## src/rtl/impact_magnitude_ranker_defines.svh

```systemverilog
// Assertion macros shared by the impact magnitude ranker RTL.
// Included by each module that carries concurrent assertions; needs no package.
`ifndef IMPACT_MAGNITUDE_RANKER_DEFINES_SVH
`define IMPACT_MAGNITUDE_RANKER_DEFINES_SVH

// A property that must hold at every clock edge outside reset.
`define IMR_ASSERT(label, clk, rstn, prop, msg) \
    label: assert property (@(posedge clk) disable iff (!rstn) (prop)) else $error(msg);

// A condition that must be followed by another one in the next cycle.
`define IMR_ASSERT_NEXT(label, clk, rstn, ante, cons, msg) \
    label: assert property (@(posedge clk) disable iff (!rstn) (ante) |=> (cons)) \
        else $error(msg);

`endif

```

## src/rtl/imr_pkg.sv

```systemverilog
// Shared types, widths and the magnitude function of the impact magnitude ranker.
// Used by imr_cell, imr_report and impact_magnitude_ranker; depends on nothing.
`default_nettype none

package imr_pkg;

    localparam int IMPACT_W          = 16;
    localparam int KEY_W             = 15;
    localparam int IDX_W             = 6;
    localparam int RANK_W            = 7;
    localparam int DEFAULT_MAX_ITEMS = 64;

    typedef logic [KEY_W-1:0]  key_t;
    typedef logic [IDX_W-1:0]  idx_t;
    typedef logic [RANK_W-1:0] rank_t;

    localparam key_t KEY_SAT = {KEY_W{1'b1}};

    typedef struct packed {
        logic signed [IMPACT_W-1:0] low_impact;
        logic signed [IMPACT_W-1:0] high_impact;
        logic                       last_item;
    } imr_in_t;

    typedef struct packed {
        idx_t  item_index;
        rank_t item_rank;
        key_t  impact_key;
        logic  final_result;
        logic  items_dropped;
    } imr_out_t;

    typedef struct packed {
        logic valid;
        key_t key;
        idx_t index;
    } imr_entry_t;

    typedef struct packed {
        logic insert;
        logic drain;
        key_t new_key;
        idx_t new_index;
    } imr_cell_ctrl_t;

    typedef struct packed {
        logic  wr_en;
        idx_t  wr_addr;
        rank_t wr_rank;
        key_t  wr_key;
        logic  rd_run;
        rank_t rd_count;
        logic  dropped;
    } imr_rpt_ctrl_t;

    function automatic key_t mag_sat(input logic signed [IMPACT_W-1:0] v);
        logic [IMPACT_W-1:0] neg;
        neg = IMPACT_W'(~v) + IMPACT_W'(1);
        if (!v[IMPACT_W-1]) begin
            return v[KEY_W-1:0];
        end else if (neg[IMPACT_W-1]) begin
            return KEY_SAT;
        end else begin
            return neg[KEY_W-1:0];
        end
    endfunction

endpackage

`default_nettype wire

```

## src/rtl/imr_cell.sv

```systemverilog
// One cell of the sorting chain: holds one key and its arrival index.
// Uses imr_pkg types; instantiated in a row by impact_magnitude_ranker.
`default_nettype none
`include "impact_magnitude_ranker_defines.svh"

module imr_cell (
    input  wire logic                    aclk,
    input  wire logic                    aresetn,
    input  wire imr_pkg::imr_cell_ctrl_t ctrl,
    input  wire imr_pkg::imr_entry_t     left_entry,
    input  wire logic                    left_stays,
    input  wire imr_pkg::imr_entry_t     right_entry,
    output imr_pkg::imr_entry_t          entry,
    output logic                         stays
);
    import imr_pkg::*;

    logic valid_reg, valid_next;
    key_t key_reg, key_next;
    idx_t index_reg, index_next;

    assign stays = valid_reg && (key_reg > ctrl.new_key);

    always_comb begin
        valid_next = valid_reg;
        key_next   = key_reg;
        index_next = index_reg;
        if (ctrl.drain) begin
            valid_next = right_entry.valid;
            key_next   = right_entry.key;
            index_next = right_entry.index;
        end else if (ctrl.insert && !stays) begin
            if (left_stays) begin
                valid_next = 1'b1;
                key_next   = ctrl.new_key;
                index_next = ctrl.new_index;
            end else begin
                valid_next = left_entry.valid;
                key_next   = left_entry.key;
                index_next = left_entry.index;
            end
        end
    end

    always_ff @(posedge aclk) begin
        if (!aresetn) begin
            valid_reg <= 1'b0;
        end else begin
            valid_reg <= valid_next;
        end
        key_reg   <= key_next;
        index_reg <= index_next;
    end

    assign entry = '{valid: valid_reg, key: key_reg, index: index_reg};

    `IMR_ASSERT(a_chain_sorted, aclk, aresetn, (valid_reg && right_entry.valid) |-> (key_reg >= right_entry.key), "Sorting chain is out of order.")
    `IMR_ASSERT(a_chain_packed, aclk, aresetn, !valid_reg |-> !right_entry.valid, "Sorting chain has a gap.")

endmodule

`default_nettype wire

```

## config.mk

```make
export PLATFORM = sky130hd
export DESIGN_NAME = imr_cell
export DESIGN_NICKNAME = d
export VERILOG_FILES = /design/src/rtl/imr_pkg.sv /design/src/rtl/imr_cell.sv
export VERILOG_INCLUDE_DIRS = /design/src /design/src/rtl
export SDC_FILE = /design/constraint.sdc
export NUM_CORES = 1
export LEC_CHECK = 0
export BUFFER_PORTS_ARGS = -buffer_cell sky130_fd_sc_hd__buf_2
export CORE_ASPECT_RATIO = 1.1
export CORE_MARGIN = 2
export CORE_UTILIZATION = 44
export CTS_CLUSTER_SIZE = 8
export DETAILED_ROUTE_END_ITERATION = 12
export GPL_ROUTABILITY_DRIVEN = 0
export GPL_TIMING_DRIVEN = 0
export PLACE_DENSITY = 0.88
export SETUP_SLACK_MARGIN = 0.3
export SLEW_MARGIN = 20
export SYNTH_ARGS = -nofsm -noshare
export SYNTH_HDL_FRONTEND = slang
export SYNTH_SLANG_ARGS = --single-unit
export TNS_END_PERCENT = 1
```

## constraint.sdc

```tcl
create_clock -name aclk -period 4.74 [get_ports aclk]
set_input_delay 0.948 -clock aclk [delete_from_list [all_inputs] [get_ports aclk]]
set_output_delay 0.948 -clock aclk [all_outputs]
set_load 0.1 [all_outputs]
```

Word-level counts from Yosys, hierarchy flattened:

Index checks and enable logic that the tools add are counted.
W data, S select, Z words.

* bits of input ports: 70
* bits in registers: 22
* word-level logic and storage cells: 17
* output and inout bits: 23

* mux-type cells: 9
* $lt $le $gt $ge: 1
* reductions and logical operators: 4

Operator list (number)
* $mux W15: 3
* $mux W6: 3
* $gt A15 B15 Y1: 1
* $mux W1: 3
* $logic_and A1 B1 Y1: 2
* $reduce_bool A2 Y1: 1
* $logic_not A1 Y1: 1

Logic depth before layout (Yosys ltp):

* word-level depth: 6
* mapped depth: 7
* gate-level depth less buffers: 7

Worst setup path before layout:

No wires, ideal clock.

* kind: input port to output port
* from: input ctrl[12] (netlist bit)
* to: output stays
* required time: 3792 ps
* stages on the path: 6
* data arrival time: 3125 ps
* path slack: 667 ps
* buffers on the path: 0
* cells stage by stage: inv_1 ha_1 nand4_4 a21oi_1 o21ai_1 a21oi_1

* word-level cells in the longest chain between the ends: 2

RTL lines
* start, declared: line imr_cell.sv:9 `input wire imr_pkg::imr_cell_ctrl_t ctrl,`
* $gt A15 B15 Y1: line imr_cell.sv:22 `assign stays = valid_reg && (key_reg > ctrl.new_key);`
* $logic_and A1 B1 Y1: line imr_cell.sv:22
* end, declared: line imr_cell.sv:14 `output logic stays`

Every way passes these cells.

Final worst setup path:

* from: input ctrl[20] (netlist bit)
* to: output stays

The elaborated chain is that of the path after synthesis.

==> summary.md <==
| Metric | Value |
|---|---|
| Final setup violation count | 0 |
| Worst path max stage delay | around 0.45 ns |
| Post-CTS Resized | 0 |
| DRT iter0 DRCs | 46 |
| Setup repair bufs after CTS | 0 |
| Count leader, synth | nand2_1 |
| Final-report hold violation count | 0 |
| Crit path capture type | output port |
| Top_reg_cell synth | edfxtp_1 |
| CP Max Fanout | 3 |
| Status | finished clean |
| Post-Syn Area | around 0.0016 sq mm |
| Initial antenna violation count | 0 |
| Mean post-synth cell area | 9.961 sq um |
| Fin crit period | between 3 and 4 ns |
| Root buf cell | clkbuf_4 |
| Async set-or-reset flop fraction in the synthesized netlist | 0% |
| Antenna Nets Post-Route | 0 |
| Final WL | a little under 4000 microns |
| Clock latency on the worst-skew pair | roughly 0.3 ns |
| CP top delay family | buffers and inverters |
| Drt first pass iters | 4 |
| Max Cap Viol | 0 |
| GRT Total Usage | between 20 and 25% |
| CP max-delay cell | buf_2 |
| Wire length per cell | 12.90 microns |
| Worst slew pin tran | 0.5796 ns |
| Vias per inst | slightly below 5 |
| Cells after synthesis | roughly 160 |
| Routed vias | ~1500 |
| # DRC | 0 |
| Cells along the critical path | buf_2 > inv_1 > ha_1 > nand4_2 > nor2_1 > o21ai_1 > a21oi_1 > buf_2 |
| DP Worst Slack | 1.353 ns |
| CP Buf/Inv Count | 3 |
| FMAX | between 200 and 300 MHz |
| Die Ht | about 66 microns |
| Number of flops mapped to enable cells by yosys | 21 |
| FF+latch count, synth | 22 |
| DP HPWL | about 3200 microns |
| Final setup margin | 1.345 ns |
| Port Buffer Count | 90 |
| Final Skew | about 0.0098 ns |
| Leak Pwr | 1.098 nW |
| Global-route wire length before repair | between 6000 and 7000 microns |
| Power per Cell Area | between 300 and 400 mW/mm^2 |
| CP required | approximately 3.8 ns |
| Final Cycle Share | between 70% and 80% |
| Die X | about 61 microns |
| Starting Density | approximately 46% |
| Top post-synthesis cells by count | nand2_1 (24), o21ai_0 (23), edfxtp_1 (21), mux2i_1 (21), inv_1 (16) |
| Post-synth net total | about 240 |
| CTS Hold Buffers Added | 0 |
| Placed cell area | roughly 0.0021 sq mm |
| Max reg flops | 15 |
| Critical path type | input port to output port |
| CTS Buf Count | 3 |
| Clock-pin slew on the worst setup and hold paths | between 0.1 and 0.15 ns |
| Area leader, netlist | edfxtp_1 |
| Slew Limit Fails | 0 |
| Top cells by area, synth | edfxtp_1 (41%), mux2i_1 (14%), ha_1 (12%), o21ai_0 (7.4%), nand2_1 (5.8%) |
| Part of the Yosys area used for sequential elements | around two fifths |
| Final setup TNS | 0 ns |
| Cell mode on critical path | buf_2 |
| Core region area | 0.003358 sq mm |
| Share of cells above drive strength 1 | 41.43% |
| CTS tree | built |
| Top Ports | between 90 and 100 |
| Buffer depth of the longest clock path | 2 |
| Yosys cell types | 24 |
| Final Cell Area | 0.002105 sq mm |
| Layout area overhead | 35.43% |
| Num rows | 22 |
| Clock sinks | 22 |
| Layout net count | approximately 340 |
| RSZ-0062 raised after global routing | no |
| Startpoint types | input port |
| Largest net degree at the start of global routing | 13 |
| Vias in the first global route | around 1500 |
| Synthesis Warnings | 0 |
| Worst hold path class | flip-flop to flip-flop |
| Die area | around 0.004 sq mm |
| GR Overflow Total | 0 |
| Max IR drop VDD | about 150 uV |
| CTS H-tree lvls | 1 |
| Synth top area share | 40.58% |
| Slew headroom | 61.32% |
| CP arrival | between 2 and 2.5 ns |
| # diodes | 0 |
==> tightest hold or removal path, delay by kind of cell (launching register included) <==
| family | cells | cell delay, ns |
|---|---|---|
| AO/OA/AOI/OAI | 3 | 0.40 |
| flip-flops | 1 | 0.37 |
==> per-stage QoR <==
stage	util, %	power [mW]	cells	hold slack (ns)
floorplan	-	0.4851	156	0.7371
detailed placement	61.89	0.5541	295	0.7910
CTS	62.67	0.6415	299	0.8077
global route	62.67	0.6701	299	0.8502
finish	62.67	0.6344	299	0.8017
global placement	61.48	0.5462	294	0.7721
==> final timing paths <==
path | from | end | slack (ns) | cells past startpoint
worst max-delay path | ctrl[20] | stays | 1.34 | 8
worst min-delay path | valid_reg$_SDFFE_PN0P_ | valid_reg$_SDFFE_PN0P_ | 0.80 | 3
worst max register to register | key_reg[13]$_DFFE_PP_ | key_reg[2]$_DFFE_PP_ | 2.24 | 7
worst min register to register | valid_reg$_SDFFE_PN0P_ | valid_reg$_SDFFE_PN0P_ | 0.80 | 3
==> area by class of cell <==
class	instances	area (sq um)
sequential	22	650.6
multi-input combinational	109	804.5
tap	48	60.06
clock buffer	4	26.28
inverter	16	60.06
buffer	9	41.29
timing repair buffer	91	461.7
fill	300	1254
==> cell families (layout without fill, tap and decap cells) <==
kind of cell / after synthesis / in the layout / synth area share (%)
AOI/OAI and AO/OA: 37 / 37 / 14.90
and+or+nand+nor: 36 / 36 / 11.11
buffers and inverters: 25 / 120 / 6.522
DFF: 22 / 22 / 41.87
muxes: 21 / 21 / 13.53
adders and majority gates: 15 / 15 / 12.08
==> layout by cell type (no fill, tap or decap), drive strengths merged <==
master / Yosys / layout
edfxtp: 21 / 21
inv: 16 / 16
nand2: 24 / 24
o31a: 1 / 1
dfxtp: 1 / 1
a21oi: 8 / 8
nand4: 3 / 3
a211oi: 2 / 2
clkbuf: 5 / 9
nand3b: 1 / 1
nor2: 5 / 5
ha: 15 / 15
nand3: 2 / 2
and2: 1 / 1
buf: 4 / 95
o41ai: 1 / 1
mux2i: 21 / 21
o21ai: 24 / 24
a221oi: 1 / 1
==> layer usage <==
| metal | share of wire [%] | vias to the layer above | GRT usage [%] |
|---|---|---|---|
| li1 | - | 748 | - |
| met1 | 39 | 650 | 21.60 |
| met2 | 54 | 56 | 39.52 |
| met3 | 6.5 | 4 | 4.501 |
| met4 | 0.93 | 0 | 5.978 |
| met5 | 0 | - | 0 |
==> power breakdown <==
group,total [mW],switching (mW),internal (mW)
combinational,0.300,0.226,0.0737
sequential,0.248,0.00939,0.239
clock,0.0868,0.0540,0.0328
total,0.634,0.289,0.345
Note: power is estimated with default switching activity, not from simulation.
